===== src/design/hrhp_pkg.sv =====
// shared types, codes and character constants for the http request header parser
// no dependencies
`default_nettype none

package hrhp_pkg;

    localparam int VERSION_BITS_DEF = 16;
    localparam int OUT_VER_W        = 16;

    typedef enum logic [0:0] {
        OP_BYTE    = 1'b0,
        OP_RESTART = 1'b1
    } op_t;

    typedef enum logic [1:0] {
        STAT_BUSY = 2'd0,
        STAT_DONE = 2'd1,
        STAT_BAD  = 2'd2
    } status_t;

    typedef enum logic [2:0] {
        KIND_NONE       = 3'd0,
        KIND_METHOD     = 3'd1,
        KIND_URI        = 3'd2,
        KIND_NAME_FIRST = 3'd3,
        KIND_NAME       = 3'd4,
        KIND_VALUE      = 3'd5
    } kind_t;

    localparam logic [7:0] CH_CR    = 8'h0d;
    localparam logic [7:0] CH_LF    = 8'h0a;
    localparam logic [7:0] CH_TAB   = 8'h09;
    localparam logic [7:0] CH_SP    = 8'h20;
    localparam logic [7:0] CH_H     = 8'h48;
    localparam logic [7:0] CH_T     = 8'h54;
    localparam logic [7:0] CH_P     = 8'h50;
    localparam logic [7:0] CH_SLASH = 8'h2f;
    localparam logic [7:0] CH_DOT   = 8'h2e;
    localparam logic [7:0] CH_COLON = 8'h3a;
    localparam logic [7:0] CH_ZERO  = 8'h30;
    localparam logic [7:0] CH_NINE  = 8'h39;
    localparam logic [7:0] CH_DEL   = 8'h7f;
    localparam logic [7:0] CH_CTL_MAX   = 8'h1f;
    localparam logic [7:0] CH_ASCII_MAX = 8'h7f;
    localparam int         DIGIT_BASE   = 10;

    typedef struct packed {
        op_t        op;
        logic [7:0] byte_value;
    } in_item_t;

    typedef struct packed {
        status_t               status;
        kind_t                 char_kind;
        logic [7:0]            char_value;
        logic [OUT_VER_W-1:0]  version_major;
        logic [OUT_VER_W-1:0]  version_minor;
    } out_item_t;

    typedef struct packed {
        logic token;
        logic control;
        logic digit;
        logic space_tab;
    } char_class_t;

endpackage

`default_nettype wire


===== src/design/hrhp_class.sv =====
// character classifier: token, control, digit and blank tests on one byte
// depends on hrhp_pkg
`default_nettype none

module hrhp_class (
    input  wire logic [7:0]          byte_value,
    output hrhp_pkg::char_class_t    cls
);

    logic separator;
    logic ascii;

    always_comb
    begin
        unique case (byte_value)
            8'h28, 8'h29, 8'h3c, 8'h3e, 8'h40,
            8'h2c, 8'h3b, 8'h3a, 8'h5c, 8'h22,
            8'h2f, 8'h5b, 8'h5d, 8'h3f, 8'h3d,
            8'h7b, 8'h7d, 8'h20, 8'h09: separator = 1'b1;
            default:                    separator = 1'b0;
        endcase
    end

    assign ascii         = (byte_value <= hrhp_pkg::CH_ASCII_MAX);
    assign cls.control   = (byte_value <= hrhp_pkg::CH_CTL_MAX) ||
                           (byte_value == hrhp_pkg::CH_DEL);
    assign cls.token     = ascii && !cls.control && !separator;
    assign cls.digit     = (byte_value >= hrhp_pkg::CH_ZERO) &&
                           (byte_value <= hrhp_pkg::CH_NINE);
    assign cls.space_tab = (byte_value == hrhp_pkg::CH_SP) ||
                           (byte_value == hrhp_pkg::CH_TAB);

endmodule

`default_nettype wire


===== src/design/hrhp_core.sv =====
// parse state machine, version counters and result register
// depends on hrhp_pkg and hrhp_class
`default_nettype none

module hrhp_core #(
    parameter int VERSION_BITS = hrhp_pkg::VERSION_BITS_DEF
) (
    input  wire logic                clk,
    input  wire logic                rst_n,
    input  wire logic                advance,
    input  wire hrhp_pkg::in_item_t  item,
    output hrhp_pkg::out_item_t      result
);

    localparam int OW = hrhp_pkg::OUT_VER_W;

    typedef enum logic [4:0] {
        ST_METHOD_START = 5'd0,
        ST_METHOD       = 5'd1,
        ST_URI          = 5'd2,
        ST_VER_H        = 5'd3,
        ST_VER_T1       = 5'd4,
        ST_VER_T2       = 5'd5,
        ST_VER_P        = 5'd6,
        ST_VER_SLASH    = 5'd7,
        ST_MAJOR_START  = 5'd8,
        ST_MAJOR        = 5'd9,
        ST_MINOR_START  = 5'd10,
        ST_MINOR        = 5'd11,
        ST_NL1          = 5'd12,
        ST_LINE_START   = 5'd13,
        ST_LWS          = 5'd14,
        ST_NAME         = 5'd15,
        ST_SPACE_VALUE  = 5'd16,
        ST_VALUE        = 5'd17,
        ST_NL2          = 5'd18,
        ST_NL3          = 5'd19
    } state_t;

    state_t                   state_reg, state_next;
    logic                     header_seen_reg, header_seen_next;
    logic [VERSION_BITS-1:0]  major_reg, major_next;
    logic [VERSION_BITS-1:0]  minor_reg, minor_next;
    hrhp_pkg::out_item_t      result_reg, result_next;

    hrhp_pkg::char_class_t    cls;
    hrhp_pkg::status_t        st;
    hrhp_pkg::kind_t          kind;
    logic [7:0]               b;
    logic [VERSION_BITS+OW-1:0] major_ext, minor_ext;

    function automatic logic [VERSION_BITS-1:0] add_digit(
        input logic [VERSION_BITS-1:0] v,
        input logic [7:0]              d
    );
        logic [VERSION_BITS+3:0] n;
        logic [VERSION_BITS+3:0] top;
        top = {4'b0, {VERSION_BITS{1'b1}}};
        n   = ({4'b0, v} << 3) + ({4'b0, v} << 1) +
              {{(VERSION_BITS){1'b0}}, d[3:0] - hrhp_pkg::CH_ZERO[3:0]};
        return (n > top) ? {VERSION_BITS{1'b1}} : n[VERSION_BITS-1:0];
    endfunction

    assign b = item.byte_value;

    hrhp_class u_class (
        .byte_value (b),
        .cls        (cls)
    );

    always_comb
    begin
        state_next       = state_reg;
        header_seen_next = header_seen_reg;
        major_next       = major_reg;
        minor_next       = minor_reg;
        st               = hrhp_pkg::STAT_BUSY;
        kind             = hrhp_pkg::KIND_NONE;
        if (item.op == hrhp_pkg::OP_RESTART)
        begin
            state_next       = ST_METHOD_START;
            header_seen_next = 1'b0;
        end
        else
        begin
            unique case (state_reg)
                ST_METHOD_START:
                    if (cls.token)
                    begin
                        state_next = ST_METHOD;
                        kind       = hrhp_pkg::KIND_METHOD;
                    end
                    else
                        st = hrhp_pkg::STAT_BAD;
                ST_METHOD:
                    priority if (b == hrhp_pkg::CH_SP) state_next = ST_URI;
                    else if (cls.token) kind = hrhp_pkg::KIND_METHOD;
                    else st = hrhp_pkg::STAT_BAD;
                ST_URI:
                    priority if (b == hrhp_pkg::CH_SP) state_next = ST_VER_H;
                    else if (cls.control) st = hrhp_pkg::STAT_BAD;
                    else kind = hrhp_pkg::KIND_URI;
                ST_VER_H:
                    if (b == hrhp_pkg::CH_H) state_next = ST_VER_T1;
                    else st = hrhp_pkg::STAT_BAD;
                ST_VER_T1:
                    if (b == hrhp_pkg::CH_T) state_next = ST_VER_T2;
                    else st = hrhp_pkg::STAT_BAD;
                ST_VER_T2:
                    if (b == hrhp_pkg::CH_T) state_next = ST_VER_P;
                    else st = hrhp_pkg::STAT_BAD;
                ST_VER_P:
                    if (b == hrhp_pkg::CH_P) state_next = ST_VER_SLASH;
                    else st = hrhp_pkg::STAT_BAD;
                ST_VER_SLASH:
                    if (b == hrhp_pkg::CH_SLASH)
                    begin
                        major_next = '0;
                        minor_next = '0;
                        state_next = ST_MAJOR_START;
                    end
                    else
                        st = hrhp_pkg::STAT_BAD;
                ST_MAJOR_START:
                    if (cls.digit)
                    begin
                        major_next = add_digit(major_reg, b);
                        state_next = ST_MAJOR;
                    end
                    else
                        st = hrhp_pkg::STAT_BAD;
                ST_MAJOR:
                    priority if (b == hrhp_pkg::CH_DOT) state_next = ST_MINOR_START;
                    else if (cls.digit) major_next = add_digit(major_reg, b);
                    else st = hrhp_pkg::STAT_BAD;
                ST_MINOR_START:
                    if (cls.digit)
                    begin
                        minor_next = add_digit(minor_reg, b);
                        state_next = ST_MINOR;
                    end
                    else
                        st = hrhp_pkg::STAT_BAD;
                ST_MINOR:
                    priority if (b == hrhp_pkg::CH_CR) state_next = ST_NL1;
                    else if (cls.digit) minor_next = add_digit(minor_reg, b);
                    else st = hrhp_pkg::STAT_BAD;
                ST_NL1:
                    if (b == hrhp_pkg::CH_LF) state_next = ST_LINE_START;
                    else st = hrhp_pkg::STAT_BAD;
                ST_LINE_START:
                    priority if (b == hrhp_pkg::CH_CR) state_next = ST_NL3;
                    else if (header_seen_reg && cls.space_tab) state_next = ST_LWS;
                    else if (cls.token)
                    begin
                        header_seen_next = 1'b1;
                        kind             = hrhp_pkg::KIND_NAME_FIRST;
                        state_next       = ST_NAME;
                    end
                    else
                        st = hrhp_pkg::STAT_BAD;
                ST_LWS:
                    priority if (b == hrhp_pkg::CH_CR) state_next = ST_NL2;
                    else if (cls.space_tab) state_next = ST_LWS;
                    else if (cls.control) st = hrhp_pkg::STAT_BAD;
                    else
                    begin
                        state_next = ST_VALUE;
                        kind       = hrhp_pkg::KIND_VALUE;
                    end
                ST_NAME:
                    priority if (b == hrhp_pkg::CH_COLON) state_next = ST_SPACE_VALUE;
                    else if (cls.token) kind = hrhp_pkg::KIND_NAME;
                    else st = hrhp_pkg::STAT_BAD;
                ST_SPACE_VALUE:
                    if (b == hrhp_pkg::CH_SP) state_next = ST_VALUE;
                    else st = hrhp_pkg::STAT_BAD;
                ST_VALUE:
                    priority if (b == hrhp_pkg::CH_CR) state_next = ST_NL2;
                    else if (cls.control) st = hrhp_pkg::STAT_BAD;
                    else kind = hrhp_pkg::KIND_VALUE;
                ST_NL2:
                    if (b == hrhp_pkg::CH_LF) state_next = ST_LINE_START;
                    else st = hrhp_pkg::STAT_BAD;
                ST_NL3:
                    st = (b == hrhp_pkg::CH_LF) ? hrhp_pkg::STAT_DONE
                                                : hrhp_pkg::STAT_BAD;
                default:
                    st = hrhp_pkg::STAT_BAD;
            endcase
            // a bad byte leaves the parse state, header flag and version counters untouched
            if (st == hrhp_pkg::STAT_BAD)
            begin
                state_next       = state_reg;
                header_seen_next = header_seen_reg;
                major_next       = major_reg;
                minor_next       = minor_reg;
            end
        end
    end

    assign major_ext = {{OW{1'b0}}, major_next};
    assign minor_ext = {{OW{1'b0}}, minor_next};

    always_comb
    begin
        result_next.status        = st;
        result_next.char_kind     = kind;
        result_next.char_value    = (item.op == hrhp_pkg::OP_RESTART) ? 8'd0 : b;
        result_next.version_major = major_ext[OW-1:0];
        result_next.version_minor = minor_ext[OW-1:0];
    end

    always_ff @(posedge clk or negedge rst_n)
    begin
        if (!rst_n)
        begin
            state_reg       <= ST_METHOD_START;
            header_seen_reg <= 1'b0;
            major_reg       <= '0;
            minor_reg       <= '0;
            result_reg      <= '0;
        end
        else if (advance)
        begin
            state_reg       <= state_next;
            header_seen_reg <= header_seen_next;
            major_reg       <= major_next;
            minor_reg       <= minor_next;
            result_reg      <= result_next;
        end
    end

    assign result = result_reg;

endmodule

`default_nettype wire


===== src/design/http_request_header_parser.sv =====
// http/1.1 request header parser, one request byte per item
// usage:
//   item channel (item_valid, item_stall, item) carries an op and a request byte;
//   op restart sends the parser back to the method state and clears the header flag.
//   result channel (result_valid, result_stall, result) returns one item per input
//   item: status, part tag, the byte and the running http version numbers.
//   path: an accepted item goes through the input register, then the state machine into
//   the result register, and result_valid rises when that register is written.
//   throughput: one item per cycle unless stalled; parse state steps once per byte.
//   stalls: when result_stall holds and both stages are full, item_stall rises;
//   a waiting result stays stable until taken and nothing is dropped.
//   reset (rst_n low, asynchronous): both stages empty, parser at method start,
//   header flag and version counters cleared.
// depends on hrhp_pkg and hrhp_core
`default_nettype none

module http_request_header_parser #(
    parameter int VERSION_BITS = hrhp_pkg::VERSION_BITS_DEF
) (
    input  wire logic                clk,
    input  wire logic                rst_n,
    input  wire logic                item_valid,
    output logic                     item_stall,
    input  wire hrhp_pkg::in_item_t  item,
    output logic                     result_valid,
    input  wire logic                result_stall,
    output hrhp_pkg::out_item_t      result
);

    logic                 in_valid_reg;
    hrhp_pkg::in_item_t   in_item_reg;
    logic                 out_valid_reg, out_valid_next;
    logic                 advance;
    logic                 take;

    assign advance    = in_valid_reg && (!out_valid_reg || !result_stall);
    assign item_stall = in_valid_reg && !advance;
    assign take       = item_valid && !item_stall;

    always_comb
    begin
        out_valid_next = out_valid_reg;
        if (advance)
            out_valid_next = 1'b1;
        else if (!result_stall)
            out_valid_next = 1'b0;
    end

    always_ff @(posedge clk or negedge rst_n)
    begin
        if (!rst_n)
        begin
            in_valid_reg  <= 1'b0;
            out_valid_reg <= 1'b0;
        end
        else
        begin
            if (take)
                in_valid_reg <= 1'b1;
            else if (advance)
                in_valid_reg <= 1'b0;
            out_valid_reg <= out_valid_next;
        end
    end

    always_ff @(posedge clk)
    begin
        if (take)
            in_item_reg <= item;
    end

    hrhp_core #(
        .VERSION_BITS (VERSION_BITS)
    ) u_core (
        .clk     (clk),
        .rst_n   (rst_n),
        .advance (advance),
        .item    (in_item_reg),
        .result  (result)
    );

    assign result_valid = out_valid_reg;

endmodule

`default_nettype wire

===== config.mk =====
export PLATFORM = sky130hd
export DESIGN_NAME = http_request_header_parser
export DESIGN_NICKNAME = d
export VERILOG_FILES = /design/src/design/hrhp_pkg.sv /design/src/design/hrhp_class.sv /design/src/design/hrhp_core.sv /design/src/design/http_request_header_parser.sv
export SDC_FILE = /design/constraint.sdc
export NUM_CORES = 1
export LEC_CHECK = 0
export ABC_AREA = 1
export BUFFER_PORTS_ARGS = -buffer_cell sky130_fd_sc_hd__buf_2
export CAP_MARGIN = 20
export CELL_PAD_IN_SITES_DETAIL_PLACEMENT = 1
export CELL_PAD_IN_SITES_GLOBAL_PLACEMENT = 2
export CORE_UTILIZATION = 34
export DETAILED_ROUTE_END_ITERATION = 12
export GPL_ROUTABILITY_DRIVEN = 0
export GPL_TIMING_DRIVEN = 1
export HOLD_SLACK_MARGIN = 0.02
export PLACE_DENSITY_LB_ADDON = 0.05
export SLEW_MARGIN = 10
export SYNTH_ARGS = -nofsm -noshare
export SYNTH_HDL_FRONTEND = slang
export SYNTH_SLANG_ARGS = --single-unit

===== constraint.sdc =====
create_clock -name clk -period 3.25 [get_ports clk]
set_clock_uncertainty 0.05 [all_clocks]
set_input_delay 0.1625 -clock clk [delete_from_list [all_inputs] [get_ports clk]]
set_output_delay 0.1625 -clock clk [all_outputs]
set_load 0.005 [all_outputs]

=== Word level (Yosys, flattened, before mapping) ===
Cells that the tools add are included.

* Flip-flop bits (word level): 62
* Input port bits: 13
* Output and inout port bits: 47
* Word-level logic and storage cells: 213

* Add/subtract/negate cells: 4
* Magnitude comparators: 6
* Eq/ne operators: 71
* Mux-type cells: 88
* Bitwise operators: 2
* Reductions and logical operators: 31

{| class="wikitable"
|+ Operators by type and width
! operator !! number
|-
| 16-bit two-way mux || 11
|-
| 5-bit two-way mux || 24
|-
| 8-bit by 6-bit == test with 1-bit output, second input constant || 13
|-
| 16-bit one-hot mux with 3 select lines || 2
|-
| 5-bit one-hot mux with 18 select lines || 1
|-
| 8-bit by 7-bit == test with 1-bit output, second input constant || 10
|-
| 2-bit two-way mux || 24
|-
| 3-bit by 2-bit != test with 1-bit output, second input constant || 15
|-
| 19-bit by 17-bit adder with 20-bit output || 2
|-
| 20-bit by 4-bit adder with 20-bit output || 2
|-
| 5-bit by 4-bit == test with 1-bit output, second input constant || 8
|-
| 20-bit by 16-bit greater-than comparator with 1-bit output, second input constant || 2
|-
| 2-bit one-hot mux with 17 select lines || 1
|-
| 3-bit two-way mux || 11
|-
| 8-bit by 4-bit == test with 1-bit output, second input constant || 3
|-
| 3-bit one-hot mux with 7 select lines || 1
|-
| 21-bit AND reduction || 1
|-
| 5-bit by 3-bit == test with 1-bit output, second input constant || 4
|-
| 5-bit == test, second input constant || 4
|-
| 19-bit nonzero test || 1
|-
| 19-bit OR reduction || 1
|-
| 6-bit AND reduction || 3
|-
| 1-bit two-way mux || 12
|-
| 5-bit by 2-bit == test with 1-bit output, second input constant || 2
|-
| 20 further kinds || 44
|}

=== Depth between registers and ports, before layout ===
Gate-level depths: netlist of the first run.

* Depth after elaboration: 13
* Gate-level depth with buffers: 16

=== Hierarchy ===
From an unflattened synthesis of the first run, not the netlist that was laid out.

* Cells, all modules: 944
* Area total of the unflattened synthesis: 6194.7 µm²

{| class="wikitable"
|+ By module, submodules not included
! module !! instances !! cells each !! area an instance (µm²)
|-
| hrhp_core || 1 || 854 || 5505.3
|-
| http_request_header_parser || 1 || 21 || 365.4
|-
| hrhp_class || 1 || 69 || 324.1
|}

=== Worst setup path before layout of the first run ===
Ideal clock, no wire load.

* Path kind: reg-to-reg
* Start point: reg in_item_reg[3] (netlist name)
* End point: reg u_core.result_reg (netlist bit u_core.result[22])
* Library setup time: 0.117 ns
* Data arrival time: 2.770 ns
* Required time: 3.083 ns
* Slack: 0.312 ns
* Stages on the path, launching flop included: 15
* Path buffers: 1
* Clock period less this slack: 2.938 ns
* Cell sequence: edfxtp_1 > fa_1 > inv_1 > fa_1 > o21ai_1 > nand2_1 > nand2_1 > nand3_1 > nand3_1 > nand2_1 > nor2_2 > buf_2 > nand3_1 > nand3_1 > nand2_1

* Longest elaborated chain between the ends: 13
* Elaborated cells between the ends (all ways): 75

{| class="wikitable"
|+ RTL lines
! item !! line !! text
|-
| start, declared || http_request_header_parser.sv:31 || <nowiki>hrhp_pkg::in_item_t in_item_reg;</nowiki>
|-
| start signal, assigned || http_request_header_parser.sv:69 || <nowiki>in_item_reg <= item;</nowiki>
|-
| branches (longest 13 deep; another with 20-bit by 4-bit adder with 20-bit output) || - ||
|-
| end signal, assigned || hrhp_core.sv:230 || <nowiki>result_reg <= result_next;</nowiki>
|-
| end, declared || hrhp_core.sv:44 || <nowiki>hrhp_pkg::out_item_t result_reg, result_next;</nowiki>
|}

Parallel ways; which one is timed is not known. The select of a mux whose other input is x is not followed.
A chain may end at the register's enable or synchronous reset.

=== Worst setup path after layout of the first run ===
* Start point: reg in_item_reg[3] (netlist name)
* End point: reg u_core.result_reg (netlist bit u_core.result[19])

The elaborated chain is that of the path after synthesis.

==> flow_summary.json, run 1 <==
{
  "outcome": "complete, no violations",
  "synth_xor_area_share_pct": 3.61,
  "worstMarginPinSlew_ps": 860,
  "period_share_pct": 93.6,
  "fin_area_um2": 6860,
  "drv_slew": 0,
  "maxSlewHeadroom_pct": 42.6,
  "drt_first_pass_iters": 4,
  "post-synth-top-area-fraction_pct": 22.8,
  "die-area_um2": 17700,
  "vdd.ir_drop.worst_v": 0.000233,
  "worstPathArrival_ps": 3210,
  "final_layout_size_suffix_gt1_share_pct": 14.5,
  "postRouteWirelength_um": 19500,
  "synth_most_common_cell": "nand2_1",
  "routed_via_density": 5.16,
  "cp-end-kind": "flip-flop",
  "synth-seq-cells": 62,
  "initial_utilization_pct": 35.0,
  "nFillCells": 2158,
  "die_h_um": 133,
  "grt_pass1_vias": 6351,
  "min_path_type": "primary input to async pin",
  "synthMuxAreaShare_pct": 0,
  "syn2layout_area_growth_pct": 17.7,
  "num_vias": 5989,
  "cts_sinks": 62,
  "rrSetupSlack_ps": 210,
  "synth_flop_cell": "dfrtp_1",
  "h-tree-depth": 3,
  "drc_errors": 0,
  "grt_overflow_total": 0,
  "r2r-start": "in_item_reg[3]",
  "synth_top_area_cell": "dfrtp_1",
  "clockRootBuffer": "clkbuf_16",
  "synthTopCellsByCount": "nand2_1, nand3_1, nor2_1",
  "leakage_uw": 0.00387,
  "synth.area.top_cells": "dfrtp_1, nand2_1, ha_1, nand3_1, nor2_1",
  "r2r_end": "u_core.result[19]",
  "io_buffers": 59,
  "fmax_ghz": 0.329,
  "synth_edf_count": 9,
  "path_class": "flip-flop to flip-flop",
  "dpl.hpwl_um": 15700,
  "design.core.area_um2": 16600,
  "grt_start_max_net_pins": 36,
  "syn-num-nets": 933,
  "die_width_um": 133,
  "synth_top_family_by_area": "simple AND/OR/NAND/NOR gates",
  "syn_area_per_cell_um2": 6.83,
  "std_cell_rows": 47,
  "synth-seq-area-share_pct": 27.4,
  "diodes": 0,
  "numPlacedInstances": 1131,
  "final_cells": 1160,
  "cts_buffers": 9,
  "synth-simple-area-share_pct": 36.5,
  "synth_cell_types": 40,
  "cts_tree": "yes",
  "p_per_area_nw_per_um2": 363,
  "grt_pass1_wl_um": 32400,
  "fin_setup_tns_ps": 0,
  "synth_compound_area_share_pct": 10.6,
  "synthCells": 854,
  "wire_per_inst_um": 16.8,
  "clock_latency_ps": 340,
  "final_net_count": 1014,
  "p_total_uw": 2490,
  "final-hold-violation-count": 0,
  "antenna_found_initial": 0,
  "clk_pin_slew_worst_paths_ps": 60,
  "ant_nets": 0,
  "critPathRequiredTime_ps": 3420,
  "boundaryPins": 60,
  "yosys_warnings": 0,
  "cp-start-kind": "flip-flop",
  "clockBufferDepth": 2,
  "cap_violations": 0,
  "drtIter0Drc": 203,
  "crit_start": "in_item_reg[3]",
  "async_flop_share_pct": 85.5,
  "synth-adder-area-share_pct": 14.7,
  "placed_area_um2": 6420,
  "rsz0062_at_grt": "false",
  "track_usage_pct": 23.4,
  "cp_max_fo": 9,
  "syn_area_um2": 5830,
  "largest_reg_flops": 45,
  "period_needed_ps": 3040,
  "rr_worst_depth": 14,
  "setup_viol": 0
}
[cells in the final DEF, fill, tap and decap left out, drive strengths merged, types with 4 or more instances in the layout]
cell         instances
inv                 86
fa                   4
clkbuf              11
o21ai               49
ha                  62
xor2                 4
xnor2               20
nand4               12
dfrtp               53
nor2                91
dlygate4sd3         12
nand3              113
nor3                 9
buf                 73
a21oi               47
clkinv               5
nand2              258
edfxtp               9
[final cells by class]
cell class              instances  area [um2]  share of cell area (%)
flip-flops and latches         62        1600                    23.3
clock inverters                 5        42.5                   0.620
repair buffers                 85         537                    7.82
well taps                     220         275                    4.01
multi-input cells             690        3830                    55.8
inverters                      87         327                    4.76
clock buffers                  11         254                    3.70
[critical path, stage by stage (launching register included)]
cell      delay (ps)
edfxtp_1         480
fa_1             550
inv_1             70
fa_1             470
o21ai_2          280
nand2_1           80
nand2_1          110
nand3_1          100
nand3_1           80
nand2_1           70
nor2_2           130
buf_4            170
nand3_1          100
nand3_1          100
nand2_1           70
[power breakdown]
part	switching [uW]	leakage [uW]	internal, uW
Sequential	59.2	0.000810	845
Clock	397	0.000141	568
Combinational	404	0.00292	222
Total	860	0.00387	1630
[layer usage]
metal	GRT usage [%]	routed length, um
met1	28.2	8600
met2	42.4	9920
met3	3.14	452
met4	8.11	520
met5	0	0
[kinds of logic (layout without fill, tap and decap cells)]
group	after synthesis	in the layout
AND/OR/NAND/NOR	488	488
XOR/XNOR	24	24
adder cells (fa/ha/maj)	66	66
flip-flops	62	62
AO/OA/AOI/OAI	112	112
buffers and inverters	102	188
[worst max path at each step]
stage / slack, ps / cells past startpoint / end
2_1_floorplan: 310 / 14 / u_core.result[22]
3_3_place_gp: 230 / 14 / u_core.result[1]
3_5_place_dp: 110 / 14 / u_core.result[19]
4_1_cts: 80 / 14 / u_core.result[19]
5_1_grt: 30 / 14 / u_core.result[19]
6_report: 210 / 14 / u_core.result[19]
[through the flow]
stage          utilization, %  setup slack, ps  hold slack, ps
6_report                 41.2              208             408
5_1_grt                  41.2             26.6             472
4_1_cts                  41.1             82.3             431
3_5_place_dp             38.6              107             254
3_3_place_gp             38.6              228             250
2_1_floorplan               -              312            -183
[repair_timing]
item | in CTS | in global routing
buffers inserted | 0 | 1
hold endpoints to repair | 45 | 0
resized for setup | 0 | 6
endpoints found under the setup margin | 0 | 32
hold buffers | 12 | 0
Note: power is estimated with default switching activity, not from simulation.
==> inputs of run 2 (changes only) <==
Settings changed: ABC_AREA 1 to default, CORE_UTILIZATION 34 to 37.
==> flow_summary.json, run 2 <==
{
  "outcome": "complete, no violations",
  "worstMarginPinSlew_ps": 655,
  "path_class": "flip-flop to flip-flop",
  "cts_buffers": 9,
  "cp-end-kind": "flip-flop",
  "antenna_found_initial": 0,
  "path_cells": "buf_4 > ha_1 > ha_4 > nor2b_2 > o31a_1 > o211ai_1 > a31oi_1 > nor4_2 > a311oi_4 > buf_6 > or4_4",
  "async_flop_share_pct": 85.5,
  "cap_violations": 0,
  "syn_area_um2": 5180,
  "rsz0062_at_grt": "true",
  "synthTopCellsByCount": "ha_1, nand2_1, dfrtp_1",
  "h-tree-depth": 3,
  "grt_overflow_total": 0,
  "synth_flop_cell": "dfrtp_1",
  "fmax_ghz": 0.314,
  "period_needed_ps": 3190,
  "syn2layout_area_growth_pct": 21.5,
  "post-synth-top-area-fraction_pct": 25.6,
  "cpLargestDelayFamily": "simple AND/OR/NAND/NOR gates",
  "placed_area_um2": 5770,
  "postRouteWirelength_um": 15600,
  "setup_viol": 0,
  "design.core.area_um2": 13500,
  "initial_utilization_pct": 38.5,
  "drt_first_pass_iters": 4,
  "ant_nets": 0,
  "die-area_um2": 14500,
  "fin_area_um2": 6290,
  "drc_errors": 0,
  "std_cell_rows": 42,
  "num_vias": 4739,
  "mostFrequentLayoutCells": "nand2_1, ha_1, buf_2, dfrtp_1, o21ai_0",
  "track_usage_pct": 22.5,
  "worstPathArrival_ps": 3350,
  "synth-seq-area-share_pct": 30.8,
  "wire_per_inst_um": 18.8,
  "clock_latency_ps": 340,
  "synthCells": 562,
  "p_per_area_nw_per_um2": 355,
  "maxSlewHeadroom_pct": 56.3,
  "yosys_warnings": 0,
  "largest_reg_flops": 45,
  "clk_pin_slew_worst_paths_ps": 60,
  "synth_edf_count": 9,
  "vdd.ir_drop.worst_v": 0.000266,
  "critPathRequiredTime_ps": 3410,
  "crit_buf_inv": 2,
  "grt_start_max_net_pins": 42,
  "synth_cell_types": 82,
  "final_common_cell": "nand2_1",
  "crit_slowest_cell": "or4_4",
  "cp_max_fo": 4,
  "diodes": 0,
  "syn-num-nets": 641,
  "clockRootBuffer": "clkbuf_16",
  "drv_slew": 0,
  "final-hold-violation-count": 0,
  "fin_setup_tns_ps": 0,
  "syn_area_per_cell_um2": 9.22,
  "synth_top_area_cell": "dfrtp_1",
  "clockBufferDepth": 2,
  "cts_tree": "yes",
  "grt_pass1_vias": 4828,
  "dpl.hpwl_um": 11500,
  "final_layout_size_suffix_gt1_share_pct": 22.1,
  "boundaryPins": 60,
  "routed_via_density": 5.72,
  "period_share_pct": 98.0,
  "max_stage_delay_ps": 490,
  "synth-seq-cells": 62,
  "die_h_um": 120,
  "cts_sinks": 62,
  "io_buffers": 59,
  "min_path_type": "primary input to flip-flop",
  "cp-start-kind": "flip-flop",
  "grt_pass1_wl_um": 25500,
  "synth.area.top_cells": "dfrtp_1, ha_1, edfxtp_1, nand2_1, o21ai_0",
  "drtIter0Drc": 265,
  "final_net_count": 727,
  "leakage_uw": 0.00306,
  "die_width_um": 120
}
[run 2: worst min-delay path, stage by stage]
cell and delay, ps:
buf_2 90, nand2_1 70, nand2b_1 70
[run 2: layout make-up]
cell class | instances | area [um2]
clock buffer | 10 | 229
multi-input combinational | 457 | 3460
fill | 1593 | 7160
timing repair buffer | 103 | 669
tap | 176 | 220
clock inverter | 6 | 62.6
sequential | 62 | 1600
inverter | 15 | 56.3
[run 2: path summary, 6_finish.rpt]
kind | from | to | slack, ps | depth (start not counted)
max in group asynchronous | rst_n | u_core.result[16] | 2450 | 3
max reg2reg | u_core.result[17] | u_core.result[31] | 60 | 11
max | u_core.result[17] | u_core.result[31] | 60 | 11
min reg2reg | u_core.result[37] | u_core.result[37] | 420 | 2
min | result_stall | result_valid | 40 | 3
min in group asynchronous | rst_n | u_core.result[26] | 190 | 2
[run 2: metal layers]
layer	track usage, %	wire [um]
met1	30.9	7520
met2	36.3	7270
met3	3.82	566
met4	6.48	262
met5	0	0
[run 2: timing repair]
| action | 4_1_cts | 5_1_grt |
|---|---|---|
| hold buffers | 11 | 0 |
| pin swaps | 1 | 8 |
| setup endpoints to repair | 1 | 17 |
| hold endpoints to repair | 50 | 0 |
| resized for setup | 1 | 25 |
| setup buffers | 0 | 5 |
[run 2: logic make-up (layout without fill, tap and decap cells)]
family | Yosys count | in the layout | synth area share [%]
AO/OA/AOI/OAI | 170 | 170 | 22.9
XOR/XNOR | 20 | 20 | 3.38
adder cells (fa/ha/maj) | 66 | 66 | 16.5
buffers and inverters | 43 | 134 | 3.65
flip-flops | 62 | 62 | 30.8
multiplexers | 10 | 10 | 2.13
AND/OR/NAND/NOR | 191 | 191 | 20.6
[run 2: stage by stage]
step	worst slack, ps	hold WS (ps)	total power (uW)	instances	util (%)
floorplan	288	-183	1130	562	-
global placement	98.2	295	1260	796	42.9
detailed placement	-34.1	291	1260	796	42.9
CTS	32.2	29.3	2250	823	45.9
global route	-47.4	72.3	2330	829	46.8
finish	64.4	39.9	2230	829	46.8
[run 2: power by group]
group / total (uW) / internal [uW] / switching [uW]
registers: 876 / 827 / 49.3
logic: 390 / 167 / 223
clock network: 965 / 591 / 375
total: 2230 / 1580 / 647
==> inputs of run 3 (changes only) <==
==> constraint.sdc (replaced) <==
create_clock -name clk -period 3.25 [get_ports clk]
set_clock_uncertainty 0.05 [all_clocks]
set_input_delay 0.4875 -clock clk [delete_from_list [all_inputs] [get_ports clk]]
set_output_delay 0.4875 -clock clk [all_outputs]
set_load 0.005 [all_outputs]
==> flow_summary.json, run 3 (same netlist as run 2, synthesis figures left out) <==
{
  "h-tree-depth": 3,
  "met3_length_um": 634,
  "boundaryPins": 60,
  "io_buffers": 59,
  "clockBufferDepth": 2,
  "wire_per_inst_um": 19.3,
  "largest_reg_flops": 45,
  "final_cells": 820,
  "fin_setup_tns_ps": 0,
  "cts_tree": "yes",
  "crit_top_cell": "buf_4",
  "grt_pass1_wl_um": 25700,
  "clockRootBuffer": "clkbuf_16",
  "ant_nets": 0,
  "postRouteWirelength_um": 15800,
  "cpLargestDelayFamily": "compound AO/OA/AOI/OAI gates",
  "top_layer": "met4",
  "syn2layout_area_growth_pct": 20.7,
  "crit_buf_inv": 3,
  "outcome": "complete, no violations",
  "mostFrequentLayoutCells": "nand2_1, ha_1, buf_2, dfrtp_1, o21ai_0",
  "antenna_found_initial": 0,
  "drt_first_pass_iters": 6,
  "drtIter0Drc": 231,
  "cts_buffers": 9,
  "grt_start_max_net_pins": 43,
  "setup_viol": 0,
  "dpl.hpwl_um": 11700,
  "p_per_area_nw_per_um2": 372,
  "p_total_uw": 2330,
  "fin_util_pct": 46.5,
  "grt_pass1_vias": 4920,
  "design.core.area_um2": 13500,
  "p_clk_share_pct": 45.8,
  "rsz0062_at_grt": "true",
  "nFillCells": 1597,
  "final_common_cell": "nand2_1",
  "max_stage_delay_ps": 500,
  "clk_pin_slew_worst_paths_ps": 60,
  "std_cell_rows": 42,
  "cp-start-kind": "flip-flop",
  "path_class": "flip-flop to flip-flop",
  "cap_violations": 0,
  "cp-end-kind": "flip-flop",
  "vdd.ir_drop.worst_v": 0.000214,
  "numPlacedInstances": 797,
  "intPower_uw": 1660,
  "maxSlewHeadroom_pct": 53.4,
  "period_share_pct": 96.9,
  "worstMarginPinSlew_ps": 695,
  "path_cells": "buf_4 > ha_1 > ha_1 > buf_4 > o211ai_1 > o21ai_2 > o31ai_4 > a311oi_2 > buf_4 > a31oi_1 > and3_1 > or4_4",
  "final_net_count": 718,
  "min_path_type": "primary input to async pin",
  "die-area_um2": 14500,
  "num_vias": 4746,
  "cts_sinks": 62,
  "crit_slowest_cell": "or4_4",
  "period_needed_ps": 3150,
  "routed_via_density": 5.79,
  "clock_latency_ps": 340,
  "p_switching_uw": 667,
  "die_width_um": 120,
  "dr_wl_met2_um": 7310,
  "combinationalPowerShare_pct": 16.6,
  "diodes": 0,
  "switching_share_pct": 28.7,
  "initial_utilization_pct": 38.5,
  "cp_max_fo": 3,
  "worstPathArrival_ps": 3310,
  "leakage_uw": 0.00305,
  "fmax_ghz": 0.318,
  "die_h_um": 120,
  "fin_area_um2": 6250,
  "final-hold-violation-count": 0,
  "grt_overflow_total": 0,
  "placed_area_um2": 5770,
  "wl_met1_um": 7520,
  "p_seq_share_pct": 37.6,
  "rrSetupSlack_ps": 100,
  "critPathRequiredTime_ps": 3410,
  "track_usage_pct": 22.9,
  "drv_slew": 0,
  "drc_errors": 0,
  "final_layout_size_suffix_gt1_share_pct": 22.8
}
[run 3: routing by layer]
layer	GRT usage, %	up-vias
li1	-	2273
met1	31.1	2331
met2	36.8	120
met3	3.16	22
met4	8.72	0
met5	0	-
[run 3: final timing paths]
path / from / end / cells past startpoint
worst max-delay path: u_core.result[18] / u_core.result[31] / 12
worst min-delay path: rst_n / u_core.result[26] / 1
worst max register to register: u_core.result[18] / u_core.result[31] / 12
worst min register to register: u_core.result[33] / u_core.result[33] / 2
max in group asynchronous: rst_n / u_core.result[6] / 3
min in group clk: item[8] / in_item_reg[8] / 1
[run 3: power groups by stage]
stage               clock network, uW  logic [uW]  registers [uW]
global route                     1110         428             884
CTS                              1090         381             876
floorplan                           0         265             864
global placement                    0         368             888
finish                           1060         387             875
detailed placement                  0         376             890
[run 3: repair_timing]
action | 4_1_cts | 5_1_grt
gates resized for setup | 3 | 24
endpoints found under the setup margin | 1 | 32
setup buffers | 4 | 3
pin swaps | 6 | 13
cloned | 0 | 0
hold buffers | 0 | 0
[run 3: stage by stage]
| stage | hold slack (ps) | setup slack, ps |
|---|---|---|
| 6_report | 58.3 | 102 |
| 3_5_place_dp | 419 | -35.8 |
| 2_1_floorplan | 142 | 288 |
| 4_1_cts | 262 | 8.76 |
| 5_1_grt | 92.5 | -53.7 |
| 3_3_place_gp | 408 | 97.1 |
[run 3: final cells by class]
class	instances	area [um2]	share of cell area, %
clock buffers	9	225	3.60
clock inverters	7	96.3	1.54
inverters	15	56.3	0.901
multi-input cells	457	3480	55.6
flip-flops and latches	62	1600	25.6
well taps	176	220	3.52
repair buffers	94	578	9.25
